**config.mk**
```make
export PLATFORM = sky130hd
export DESIGN_NAME = bgi_cfg
export DESIGN_NICKNAME = d
export VERILOG_FILES = /design/src/rtl/bgi_pkg.sv /design/src/rtl/bgi_cfg.sv
export SDC_FILE = /design/constraint.sdc
export NUM_CORES = 1
export LEC_CHECK = 0
export BUFFER_PORTS_ARGS = -buffer_cell sky130_fd_sc_hd__buf_4
export CAP_MARGIN = 0
export CORE_AREA = 3 3 59 83
export DETAILED_ROUTE_END_ITERATION = 8
export DIE_AREA = 0 0 62 86
export PLACE_DENSITY = 0.84
export SETUP_SLACK_MARGIN = 0.05
export SLEW_MARGIN = 20
export SYNTH_ARGS = -nofsm -noshare
export SYNTH_HDL_FRONTEND = slang
export SYNTH_SLANG_ARGS = --single-unit
```
**constraint.sdc**
```tcl
create_clock -name i_clk -period 2.8 [get_ports i_clk]
set_input_delay 0.42 -clock i_clk [delete_from_list [all_inputs] [get_ports i_clk]]
set_output_delay 0.42 -clock i_clk [all_outputs]
set_load 0.03 [all_outputs]
```
**src/rtl/bgi_pkg.sv**
```systemverilog
`timescale 1ns / 1ps
`default_nettype none

package bgi_pkg;

    localparam int POS_W     = 32;
    localparam int VAL_W     = 32;
    localparam int INV_W     = 24;
    localparam int DIMCFG_W  = 7;
    localparam int NODE_W    = 6;
    localparam int KIND_W    = 2;
    localparam int APB_AW    = 4;
    localparam int APB_DW    = 32;
    localparam int FRAC_BITS = 16;
    localparam int CELL_W    = 16;
    localparam int WGT_W     = 33;
    localparam int MA_W      = 34;
    localparam int MB_W      = 33;
    localparam int PROD_W    = MA_W + MB_W;
    localparam int SUM_W     = 66;
    localparam int ACC_W     = 98;

    localparam logic OP_LOAD  = 1'b0;
    localparam logic OP_QUERY = 1'b1;

    localparam logic signed [WGT_W-1:0] W_ONE  = WGT_W'(65536);
    localparam logic signed [WGT_W-1:0] W_ZERO = '0;

    typedef struct packed {
        logic [DIMCFG_W-1:0] grid_width;
        logic [DIMCFG_W-1:0] grid_height;
        logic [INV_W-1:0]    inv_spacing;
    } t_cfg;

    typedef struct packed {
        logic busy;
        logic done;
    } t_core_stat;

    typedef struct packed {
        logic [CELL_W-1:0]        idx;
        logic                     at_end;
        logic signed [WGT_W-1:0]  w_lo;
        logic signed [WGT_W-1:0]  w_hi;
    } t_axis;

    typedef enum logic [3:0] {
        ST_IDLE,
        ST_MUL_X,
        ST_MUL_Y,
        ST_AXIS_X,
        ST_AXIS_Y,
        ST_RD_A,
        ST_RD_B,
        ST_MUL_B,
        ST_SUM,
        ST_MUL_LO,
        ST_MUL_HI,
        ST_ACC_HI,
        ST_FIN
    } t_state;

    // Scaled product back to a Q16.16 grid position, saturated to 32 bits.
    function automatic logic signed [POS_W-1:0] sat_grid(input logic signed [PROD_W-1:0] p);
        logic [PROD_W-FRAC_BITS-1:0] q;
        logic [PROD_W-FRAC_BITS-POS_W:0] hi;
        logic signed [POS_W-1:0] r;
        q  = p[PROD_W-1:FRAC_BITS];
        hi = q[PROD_W-FRAC_BITS-1:POS_W-1];
        if ((&hi) || !(|hi)) begin
            r = q[POS_W-1:0];
        end else if (q[PROD_W-FRAC_BITS-1]) begin
            r = {1'b1, {(POS_W-1){1'b0}}};
        end else begin
            r = {1'b0, {(POS_W-1){1'b1}}};
        end
        return r;
    endfunction

    // Cell index, clamped, and the two blend weights along one axis.
    function automatic t_axis cell_axis(input logic signed [POS_W-1:0] g,
                                        input logic [CELL_W-1:0] lim);
        logic signed [CELL_W-1:0] c;
        logic [CELL_W-1:0]        idx;
        logic [CELL_W-1:0]        idx1;
        logic signed [WGT_W-1:0]  f;
        logic signed [WGT_W-1:0]  t;
        t_axis                    r;
        c = g[POS_W-1:FRAC_BITS];
        if (c < 0) begin
            idx = '0;
        end else if (c > $signed(lim)) begin
            idx = lim;
        end else begin
            idx = c;
        end
        idx1     = idx + CELL_W'(1);
        f        = WGT_W'(g) - $signed({1'b0, idx, {FRAC_BITS{1'b0}}});
        t        = $signed({1'b0, idx1, {FRAC_BITS{1'b0}}}) - WGT_W'(g);
        r.idx    = idx;
        r.at_end = (idx == lim);
        r.w_lo   = r.at_end ? W_ONE : t;
        r.w_hi   = r.at_end ? W_ZERO : f;
        return r;
    endfunction

endpackage

`default_nettype wire

```
**src/rtl/bgi_cfg.sv**
```systemverilog
`timescale 1ns / 1ps
`default_nettype none

module bgi_cfg (
    input  logic                        i_clk,
    input  logic                        i_rst_n,
    input  logic                        psel,
    input  logic                        penable,
    input  logic                        pwrite,
    input  logic [bgi_pkg::APB_AW-1:0]  paddr,
    input  logic [bgi_pkg::APB_DW-1:0]  pwdata,
    output logic [bgi_pkg::APB_DW-1:0]  prdata,
    output logic                        pready,
    output bgi_pkg::t_cfg               o_cfg
);
    import bgi_pkg::*;

    localparam logic [1:0] REG_GRID_WIDTH  = 2'd0;
    localparam logic [1:0] REG_GRID_HEIGHT = 2'd1;
    localparam logic [1:0] REG_INV_SPACING = 2'd2;

    logic [DIMCFG_W-1:0] r_grid_width;
    logic [DIMCFG_W-1:0] r_grid_height;
    logic [INV_W-1:0]    r_inv_spacing;
    logic [1:0]          reg_idx;
    logic                wr_beat;

    assign pready  = 1'b1;
    assign reg_idx = paddr[3:2];
    assign wr_beat = psel && penable && pwrite && pready;

    always_ff @(posedge i_clk) begin
        if (!i_rst_n) begin
            r_grid_width  <= DIMCFG_W'(64);
            r_grid_height <= DIMCFG_W'(64);
            r_inv_spacing <= INV_W'(65536);
        end else if (wr_beat) begin
            case (reg_idx)
                REG_GRID_WIDTH:  r_grid_width  <= pwdata[DIMCFG_W-1:0];
                REG_GRID_HEIGHT: r_grid_height <= pwdata[DIMCFG_W-1:0];
                REG_INV_SPACING: r_inv_spacing <= pwdata[INV_W-1:0];
                default: ;
            endcase
        end
    end

    always_comb begin
        case (reg_idx)
            REG_GRID_WIDTH:  prdata = APB_DW'(r_grid_width);
            REG_GRID_HEIGHT: prdata = APB_DW'(r_grid_height);
            REG_INV_SPACING: prdata = APB_DW'(r_inv_spacing);
            default:         prdata = '0;
        endcase
    end

    assign o_cfg.grid_width  = r_grid_width;
    assign o_cfg.grid_height = r_grid_height;
    assign o_cfg.inv_spacing = r_inv_spacing;

endmodule

`default_nettype wire

```
==> impl_results.md, run 1 <==
* Net Sw Power at 0.281 mW
* P_int at 0.866 mW
* Critical Path AT at 1.48 ns
* Dpl cell area at 2470 sq um
* Clk_skew at 0 ns
* Max Clk Rate at 526 MHz
* Root Buffer: clkbuf_8
* Final WS setup at 0.899 ns
* Die width at 62 um
* Starting density of the core at 44.1%
* Slew Viols, Final at 0
* Yosys top cell area share at 40.7%
* Clock Latency Late Sink at 0.28 ns
* Design Area, Final at 2580 sq um
* Io pins at 112
* DP Wirelength at 3140 um
* Routed Wire Length at 4350 um
* Final Hold Violating Endpoints at 0
* Synth top area cells: dfxtp_1 41%, mux2i_1 24%, nand2_1 13%, and2_1 5.7%, buf_4 3.6%
* 1st-pass router iterations at 4
* Synth warn at 0
* Worst-case reg-to-reg path depth at 2
* Min-Delay Endpoint: r_inv_spacing[16]$_SDFFE_PN1P_
* Die H at 86 um
* Critical Path End Type: output port
* Yosys cell types at 21
* #FFs+latches synth at 38
* Row cnt at 28
* Final setup violation count at 0
* Minimum clock period at 1.90 ns
* Die footprint at 5330 sq um
* Avg WL per Cell at 12.4 um
* R2R Path End: r_grid_height[4]$_SDFFE_PN0P_
* Cell Chain, Critical Path: buf_4, nor2b_4, nand2_1, o21ai_0, buf_4
* Mean post-synth cell area at 8.94 sq um
* Crit path max-delay cell type: nor2b_4
* Most frequent CP cell: buf_4
* Initial DRC Count at 63
* Share of cells above drive strength 1 at 35.7%
* Tot Pwr at 1.15 mW
* Core Util, Final at 61.0%
* HP Start: pwdata[16]
* Seq/Total Area, Yosys at 40.7%
* Clk buf depth at 2
* First-pass GRT wire length at 6870 um
* FF-to-FF Start: r_grid_height[4]$_SDFFE_PN0P_
* Placement Setup Slack at 0.805 ns
* CTS H-tree depth at 2
* Sink Count at 38
* Core Area at 4240 sq um
* HP Class: in2reg
* Total GRT Usage at 16.9%
* GP Congestion at 0.699
* RSZ-0062 raised after global routing: no
* CP Max Fanout at 26
* Combinational power share at 12.4%
* Hold slack at 0.377 ns
* Reg clk slew, reported paths at 0.07 ns
* Final #Nets at 331
* Netlist Area Pre-Place at 1870 sq um
* Worst-Margin Slew at 0.828 ns
* CP Launch Type: input pin
* Postcts setup bufs at 0
* Max Cap Viol at 0
* Inserted Diodes at 0
* Most frequent cells in the layout: 92 x buf_4, 65 x nand2_1, 44 x mux2i_1
* Sw Share at 24.5%
* Pin count of the biggest net entering global routing at 63
* IO buf count at 92
* # DRC at 0
* Flop2flop setup slack at 2.13 ns
* WHS Path Cells at 3
* Remaining antenna violation count after routing at 0
* Area growth syn-to-layout at 38.3%
* Vias after detailed routing at 1,628
* Grt total ovfl at 0
* Setup Crit Path Kind: in2out
* Most common cell after layout, fill and taps aside: buf_4
* Vias in the first global route at 1,534
* Post-cts sizing count at 0
* CP Buf/Inv Count at 2
* Register share of total power at 48.2%
* # hold bufs at CTS at 0
* Worst VDD drop at 0.000399 V
* Clk pwr share at 39.4%
* Final std cells w/o fill at 351
* Worst path top cell family by delay: simple AND/OR/NAND/NOR gates
* Slew headroom at 44.6%
* CTS buffer count at 5
* Pleak at 1.22 nW
* Post-Syn Instances at 209
* TritonCTS clock tree: done
* Cell area power density at 444 nW/um^2
* Fin crit share at 67.9%
* Placed Cells at 343
* Final setup TNS at 0 ns
* Slowest stage delay, CP at 0.49 ns
* CP Data Required Time at 2.38 ns
* Status: completed
* Vias/cell at 4.64
* Initial antenna violation count at 0
* Biggest area consumer among synthesized cells: dfxtp_1
## power by group through the flow
stage          clock network, mW  registers, mW  logic, mW
4_1_cts                    0.467          0.552      0.143
2_1_floorplan                  0          0.578     0.0869
5_1_grt                    0.491          0.553      0.154
6_report                   0.452          0.552      0.142
3_3_place_gp                   0          0.565      0.141
3_5_place_dp                   0          0.565      0.143
## synthesized netlist by cell type, drive strengths merged
| library cell | count |
|---|---|
| conb | 2 |
| nor2b | 4 |
| and2 | 18 |
| nand3 | 1 |
| nand2 | 65 |
| inv | 1 |
| and3 | 1 |
| mux2i | 44 |
| nor3b | 1 |
| dfxtp | 38 |
| nand3b | 1 |
| buf | 17 |
| o211ai | 1 |
| clkbuf | 8 |
| o21ai | 7 |
## worst min-delay path: stages
cell,delay [ns]
buf_4,0.07
nand3_1,0.06
o211ai_2,0.07
## cells by family (layout without fill, tap and decap cells)
kind of cell / count (synthesis) / in the layout / share of synthesized area [%]
AND/OR/NAND/NOR: 91 / 91 / 22.4
multiplexers: 44 / 44 / 23.6
flip-flops: 38 / 38 / 40.7
buffers and inverters: 26 / 101 / 10.4
AO/OA/AOI/OAI: 8 / 8 / 2.54
other: 2 / 9 / 0.402
## layout make-up
cell class,instances,area [sq um]
fill,393,1660
multi-input combinational,152,945
sequential,38,761
timing repair buffer,92,691
tap,60,75.1
clock buffer,5,68.8
clock inverter,3,40.0
inverter,1,3.75
## state kept, by name, indices dropped and copies added (netlist names)
name           flops
r_grid_width       7
r_inv_spacing     24
r_grid_height      7
## layer usage
metal  up-vias  GRT usage (%)  wire length (um)
li1        815              -                 -
met1       741           18.0              1650
met2        68           30.6              2310
met3         4           4.82               349
met4         0           5.02                36
met5         -              0                 0
## worst max path at each step
stage,cells after the start,startpoint,to
final,5,paddr[3],prdata[2]
after global placement,4,paddr[3],r_inv_spacing[23]$_SDFFE_PN0P_
after global routing,5,paddr[3],prdata[6]
after detailed placement,4,paddr[3],r_inv_spacing[22]$_SDFFE_PN0P_
after floorplan,3,paddr[2],prdata[6]
after CTS,5,paddr[3],prdata[2]
Note: power is estimated with default switching activity, not from simulation.
==> inputs of run 2 (changes only) <==
--- a/config.mk
+++ b/config.mk
@@ -7,10 +7,10 @@
 export LEC_CHECK = 0
 export BUFFER_PORTS_ARGS = -buffer_cell sky130_fd_sc_hd__buf_4
 export CAP_MARGIN = 0
-export CORE_AREA = 3 3 59 83
+export CORE_AREA = 3 3 63 88
 export DETAILED_ROUTE_END_ITERATION = 8
-export DIE_AREA = 0 0 62 86
-export PLACE_DENSITY = 0.84
+export DIE_AREA = 0 0 66 91
+export PLACE_DENSITY = 0.78
 export SETUP_SLACK_MARGIN = 0.05
 export SLEW_MARGIN = 20
 export SYNTH_ARGS = -nofsm -noshare
==> constraint.sdc (replaced) <==
create_clock -name i_clk -period 1.7 [get_ports i_clk]
set_input_delay 0.255 -clock i_clk [delete_from_list [all_inputs] [get_ports i_clk]]
set_output_delay 0.255 -clock i_clk [all_outputs]
set_load 0.03 [all_outputs]
==> run 2 against run 1 <==
  * Power is 50% higher
  * Via count is 2.1% lower
  * Critical endpoint is now prdata[6]
  * Critical path type unchanged
  * Hold slack worse by 0.17 ns
  * Global-route usage is 1.3 points lower
  * First-iteration DRC count is 19% lower
  * Non-clock buffer count is 5 higher
  * Highest routed layer unchanged
==> impl_results.md, run 2 (synthesis results as in run 1) <==
* Most used routing layer: met2
* Most common cell after layout, fill and taps aside: buf_4
* Clock Latency Late Sink at 0.28 ns (about the same)
* Grt total ovfl at 0 (unchanged)
* GP Congestion at 0.691 (-1.3%)
* CP Max Fanout at 16 (-38%)
* Slew Viols, Final at 0 (unchanged)
* Top flop regs: r_inv_spacing x24, r_grid_height x7, r_grid_width x7
* Most frequent CP cell: buf_4
* Post-cts sizing count at 0 (unchanged)
* # hold bufs at CTS at 0 (unchanged)
* Area of the multi-input gates at 940 sq um (-0.53%)
* Global routing met1 resource utilization at 17.5% (-0.48 points)
* Die footprint at 6010 sq um (+13%)
* Pin count of the biggest net entering global routing at 27 (-57%)
* Max Cap Viol at 0 (unchanged)
* TritonCTS clock tree: done
* Final WS setup at 0.290 ns (-0.609 ns)
* Most flop-heavy register: r_inv_spacing
* Vias in the first global route at 1,503 (-2.0%)
* Vias/cell at 4.44 (-4.3%)
* Critical Path AT at 1.15 ns (-0.33 ns)
* Initial antenna violation count at 0 (unchanged)
* IO buf count at 92 (unchanged)
* Largest register FFs at 24 (unchanged)
* Max Clk Rate at 709 MHz
* CP Buf/Inv Count at 3 (+1)
* Grt met3 use at 3.84% (-0.98 points)
* Row cnt at 30 (+7.1%)
* Remaining antenna violation count after routing at 0 (unchanged)
* Cell area power density at 661 nW/um^2 (+49%)
* Dpl cell area at 2520 sq um (+2.0%)
* Inserted Diodes at 0 (unchanged)
* Setup Crit Path Kind: in2out
* Total GRT Usage at 15.6% (-1.3 points)
* Worst path top cell family by delay: buffers and inverters
* Worst VDD drop at 0.000396 V (-0.66%)
* Minimum clock period at 1.41 ns
* Clk_skew at 0 ns (unchanged)
* Initial DRC Count at 51 (-19%)
* HP Class: in2reg
* Crit path max-delay cell type: buf_4
* Vias after detailed routing at 1,593 (-2.1%)
* Register area at 761 sq um (unchanged)
* Share of cells above drive strength 1 at 35.6% (-0.15 points)
* DP Wirelength at 3430 um (+9.4%)
* Tot Pwr at 1.72 mW (+50%)
* Io pins at 112 (unchanged)
* Final setup TNS at 0 ns (unchanged)
* Die H at 91 um (+5.8%)
* Cell Chain, Critical Path: buf_4, nor2b_4, buf_4, nand2_1, o21ai_0, buf_4
* Slowest stage delay, CP at 0.22 ns (-0.27 ns)
* CP Launch Type: input pin
* Fin crit share at 82.9%
* Most frequent cells in the layout: 96 x buf_4, 65 x nand2_1, 44 x mux2i_1
* Critical Path End Type: output port
* Final #Nets at 336 (+1.5%)
* Clk buf depth at 2 (unchanged)
* RSZ-0062 raised after global routing: no
* Sink Count at 38 (unchanged)
* First-pass GRT wire length at 7250 um (+5.6%)
* Area growth syn-to-layout at 39.2%
* # DRC at 0 (unchanged)
* Core Area at 4840 sq um (+14%)
* CTS buffer count at 5 (unchanged)
* M2 GR Usage at 27.3% (-3.3 points)
* Pleak at 1.22 nW (+0.74%)
* Root Buffer: clkbuf_8
* Reg clk slew, reported paths at 0.07 ns (about the same)
* 1st-pass router iterations at 4 (unchanged)
* Final setup violation count at 0 (unchanged)
* Avg WL per Cell at 12.6 um (+1.4%)
* Routed Wire Length at 4520 um (+3.7%)
* Placement Setup Slack at 0.275 ns (-0.530 ns)
* Starting density of the core at 38.6% (-5.5 points)
* CP Data Required Time at 1.44 ns (-0.94 ns)
* FILL cells at 473 (+20%)
* Design Area, Final at 2600 sq um (+0.68%)
* Postcts setup bufs at 0 (unchanged)
* Die width at 66 um (+6.5%)
* CTS H-tree depth at 2 (unchanged)
* Final Hold Violating Endpoints at 0 (unchanged)
* Status: completed
* Hold slack at 0.212 ns (-0.165 ns)
==> run 2: cell count changes in the layout (fill, tap and decap cells not counted), sizes merged <==
cell / previous run / this run
clkbuf: 5 / 7
bufinv: 1 / 0
clkinv: 2 / 0
buf: 92 / 97
==> run 2: power breakdown <==
group	internal [mW]	switching [mW]	leakage [nW]	total, mW
Combinational	0.102	0.143	0.879	0.245
Clock	0.282	0.282	0.0383	0.564
Sequential	0.902	0.00863	0.307	0.911
==> run 2: path summary, 6_finish.rpt <==
check	from	end	slack (ns)	cells past startpoint
worst min-delay path	pwdata[16]	r_inv_spacing[16]$_SDFFE_PN1P_	0.21	3
worst max-delay path	paddr[2]	prdata[6]	0.29	6
worst max register to register	r_grid_height[6]$_SDFFE_PN1P_	r_grid_height[6]$_SDFFE_PN1P_	1.06	2
worst min register to register	r_inv_spacing[20]$_SDFFE_PN0P_	r_inv_spacing[20]$_SDFFE_PN0P_	0.47	2
==> run 2: per-stage QoR <==
step	cells	utilization (%)
2_1_floorplan	216	-
3_3_place_gp	352	52.1
3_5_place_dp	352	52.1
4_1_cts	359	53.7
5_1_grt	359	53.7
6_report	359	53.7
==> run 2: layout make-up <==
cell class | instances | area share [%]
timing repair buffer | 97 | 28.5
tap | 64 | 3.08
multi-input combinational | 152 | 36.1
inverter | 1 | 0.144
clock buffer | 7 | 2.93
sequential | 38 | 29.2
==> run 2: routing by layer <==
metal | wire length, um | vias up
met5 | 0 | -
li1 | - | 827
met3 | 300 | 8
met4 | 83 | 0
met2 | 2380 | 54
met1 | 1760 | 704
==> run 2: worst min-delay path, cell delays in order <==
cell      delay (ns)
buf_4           0.08
nand3_1         0.07
o211ai_2        0.07
==> inputs of run 3 (changes only) <==
--- a/config.mk
+++ b/config.mk
@@ -5,12 +5,13 @@
 export SDC_FILE = /design/constraint.sdc
 export NUM_CORES = 1
 export LEC_CHECK = 0
+export ABC_AREA = 1
 export BUFFER_PORTS_ARGS = -buffer_cell sky130_fd_sc_hd__buf_4
 export CAP_MARGIN = 0
-export CORE_AREA = 3 3 63 88
+export CORE_AREA = 3 3 61 86
 export DETAILED_ROUTE_END_ITERATION = 8
-export DIE_AREA = 0 0 66 91
-export PLACE_DENSITY = 0.78
+export DIE_AREA = 0 0 64 89
+export PLACE_DENSITY = 0.81
 export SETUP_SLACK_MARGIN = 0.05
 export SLEW_MARGIN = 20
 export SYNTH_ARGS = -nofsm -noshare
==> constraint.sdc (replaced) <==
create_clock -name i_clk -period 1.45 [get_ports i_clk]
set_input_delay 0.2175 -clock i_clk [delete_from_list [all_inputs] [get_ports i_clk]]
set_output_delay 0.2175 -clock i_clk [all_outputs]
set_load 0.03 [all_outputs]
==> run 3 against run 2 <==
  * Synthesized area increased by 5.0%
  * Count of clock-buffer cells in the layout shrank 1
  * Final cell count increased by 30%
  * Via count is 30% higher
  * Die area down 5.2%
  * Utilization grew 7.8 points
  * Hold slack lost 0.061 ns
  * Clock power increased by 61%
  * Highest routed layer unchanged
==> impl_results.md, run 3 <==
* Cell area power density at 860 nW/um^2 (+30%)
* Synth top area cells: dfxtp_1 39%, nor2_1 17%, nand2_1 12%, nand3_1 11%, inv_1 7.8%
* Vias after detailed routing at 2,073 (+30%)
* Placed Cells at 458 (+30%)
* # DRC at 0 (unchanged)
* Setup Crit Path Kind: in2out
* CP Data Required Time at 1.23 ns (-0.21 ns)
* Max Cap Viol at 0 (unchanged)
* Inserted Diodes at 0 (unchanged)
* Grt total ovfl at 0 (unchanged)
* Die footprint at 5700 sq um (-5.2%)
* Area of the multi-input gates at 915 sq um (-2.7%)
* Reg clk slew, reported paths at 0.06 ns (about the same)
* RSZ-0062 raised after global routing: no
* Most numerous cell in the Yosys netlist: nor2_1
* #FFs+latches synth at 38 (unchanged)
* IO buf count at 92 (unchanged)
* Row cnt at 29 (-3.3%)
* Critical Path AT at 1.03 ns (-0.12 ns)
* Most common cell after layout, fill and taps aside: buf_4
* Sink Count at 38 (unchanged)
* CTS H-tree depth at 2 (unchanged)
* Initial DRC Count at 57 (+12%)
* Most frequent CP cell: buf_4
* Die H at 89 um (-2.2%)
* Core Area at 4540 sq um (-6.3%)
* DP Wirelength at 3820 um (+11%)
* Total GRT Usage at 18.6% (+3.0 points)
* Mean post-synth cell area at 6.27 sq um (-30%)
* Vias/cell at 4.46 (+0.47%)
* Remaining antenna violation count after routing at 0 (unchanged)
* Ys flop type: dfxtp_1
* Slowest stage delay, CP at 0.21 ns (about the same)
* Pin count of the biggest net entering global routing at 39 (+44%)
* Routed Wire Length at 5210 um (+15%)
* Root Buffer: clkbuf_8
* Clock Latency Late Sink at 0.28 ns (about the same)
* Avg WL per Cell at 11.2 um (-11%)
* CP Buf/Inv Count at 4 (+1)
* Most frequent cells in the layout: 99 x buf_4, 88 x nor2_1, 62 x nand2_1
* Initial antenna violation count at 0 (unchanged)
* 1st-pass router iterations at 4 (unchanged)
* Biggest area consumer among synthesized cells: dfxtp_1
* Io pins at 112 (unchanged)
* First-pass GRT wire length at 8330 um (+15%)
* Seq/Total Area, Yosys at 38.8% (-1.9 points)
* CP Launch Type: input pin
* Post-synth top cells: 88 x nor2_1, 62 x nand2_1, 45 x nand3_1, 41 x inv_1, 38 x dfxtp_1
* Cell Chain, Critical Path: buf_4, inv_2, nor2_2, buf_4, nand2_1, nand3_1, buf_4
* Share of cells above drive strength 1 at 29.0% (-6.6 points)
* Pleak at 1.42 nW (+16%)
* CTS buffer count at 5 (unchanged)
* Most flop-heavy register: r_inv_spacing
* Fin crit share at 86.0%
* Postcts setup bufs at 0 (unchanged)
* Critical Path End Type: output port
* Post-synth EDFFs at 0 (unchanged)
* Starting density of the core at 43.3% (+4.7 points)
* Die width at 64 um (-3.0%)
* Clk_skew at 0 ns (unchanged)
* Max Clk Rate at 802 MHz
* Area growth syn-to-layout at 42.2%
* Worst VDD drop at 0.000595 V (+50%)
* Final setup TNS at 0 ns (unchanged)
* Final Hold Violating Endpoints at 0 (unchanged)
* Synth warn at 0 (unchanged)
* Final std cells w/o fill at 465 (+30%)
* Status: completed
* Slew Viols, Final at 0 (unchanged)
* Crit path max-delay cell type: buf_4
* GP Congestion at 0.764 (+11%)
* Vias in the first global route at 1,822 (+21%)
* Clk buf depth at 2 (unchanged)
* Asr flop ratio synth at 0% (unchanged)
* Yosys top cell area share at 38.8% (-1.9 points)
* Register area at 761 sq um (unchanged)
* TritonCTS clock tree: done
* Final #Nets at 444 (+32%)
* Largest register FFs at 24 (unchanged)
* Final setup violation count at 0 (unchanged)
* # hold bufs at CTS at 0 (unchanged)
* Top flop regs: r_inv_spacing x24, r_grid_height x7, r_grid_width x7
* Post-Syn Instances at 313 (+50%)
* FILL cells at 454 (-4.0%)
* Yosys cell types at 18 (-14%)
* HP Class: in2reg
* Netlist Area Pre-Place at 1960 sq um (+5.0%)
* Post-cts sizing count at 0 (unchanged)
* Core Util, Final at 61.5% (+7.8 points)
* Worst path top cell family by delay: buffers and inverters
* Minimum clock period at 1.25 ns
* CP Max Fanout at 11 (-5)
[run 3: cell types whose count changed in the layout (fill, tap and decap cells not counted), sizes merged, moves of 2 or more]
| cell | change |
|---|---|
| nor2b | -4 |
| nand3 | +45 |
| nand2 | -2 |
| nor2 | +94 |
| mux2i | -44 |
| inv | +42 |
| o21ai | -4 |
| and2 | -18 |
| buf | +3 |
[run 3: kinds of logic after synthesis]
logic type	after synthesis	share of synthesized area, %
and+or+nand+nor	203	44.1
AOI/OAI and AO/OA	3	0.765
DFF	38	38.8
buffers and inverters	67	15.9
other	2	0.383
[run 3: worst paths after layout]
check                                      start                             end  slack, ns  cells after the start
setup / recovery                        paddr[3]                       prdata[3]       0.20                      7
hold / removal                        pwdata[16]  r_inv_spacing[16]$_SDFFE_PN1P_       0.15                      3
setup reg to reg    r_grid_width[6]$_SDFFE_PN1P_    r_grid_width[6]$_SDFFE_PN1P_       0.84                      2
hold reg to reg   r_inv_spacing[16]$_SDFFE_PN1P_  r_inv_spacing[16]$_SDFFE_PN1P_       0.50                      2
[run 3: through the flow]
| stage | hold slack [ns] | area, sq um | power, mW | setup slack [ns] |
|---|---|---|---|---|
| after floorplan | 0.344 | 1990 | 1.37 | 0.239 |
| after global placement | 0.432 | 2680 | 1.51 | 0.218 |
| after detailed placement | 0.438 | 2680 | 1.52 | 0.195 |
| after CTS | 0.139 | 2790 | 2.43 | 0.210 |
| after global routing | 0.163 | 2790 | 2.51 | 0.139 |
| final | 0.151 | 2790 | 2.40 | 0.203 |
[run 3: tightest hold or removal path, delay by kind of cell]
family | cells | cell delay, ns
AND/OR/NAND/NOR | 2 | 0.10
buffers and inverters | 1 | 0.08
[run 3: metal layers]
metal / vias up / track usage [%] / wire length (um)
met5: - / 0 / 0
met4: 0 / 6.09 / 24
met3: 2 / 5.66 / 348
met2: 71 / 33.7 / 2650
met1: 906 / 20.6 / 2180
li1: 1094 / - / -
[run 3: cell type report]
class / instances / area share [%]
multi-input cells: 215 / 32.8
repair buffers: 100 / 27.4
flip-flops and latches: 38 / 27.3
inverters: 43 / 5.78
clock buffers: 6 / 2.96
well taps: 62 / 2.78
clock inverters: 1 / 1.08
[run 3: report_power, final]
part / switching (mW) / internal (mW) / leakage [nW]
Clock: 0.356 / 0.550 / 0.0573
Combinational: 0.255 / 0.154 / 1.06
Sequential: 0.0174 / 1.07 / 0.308
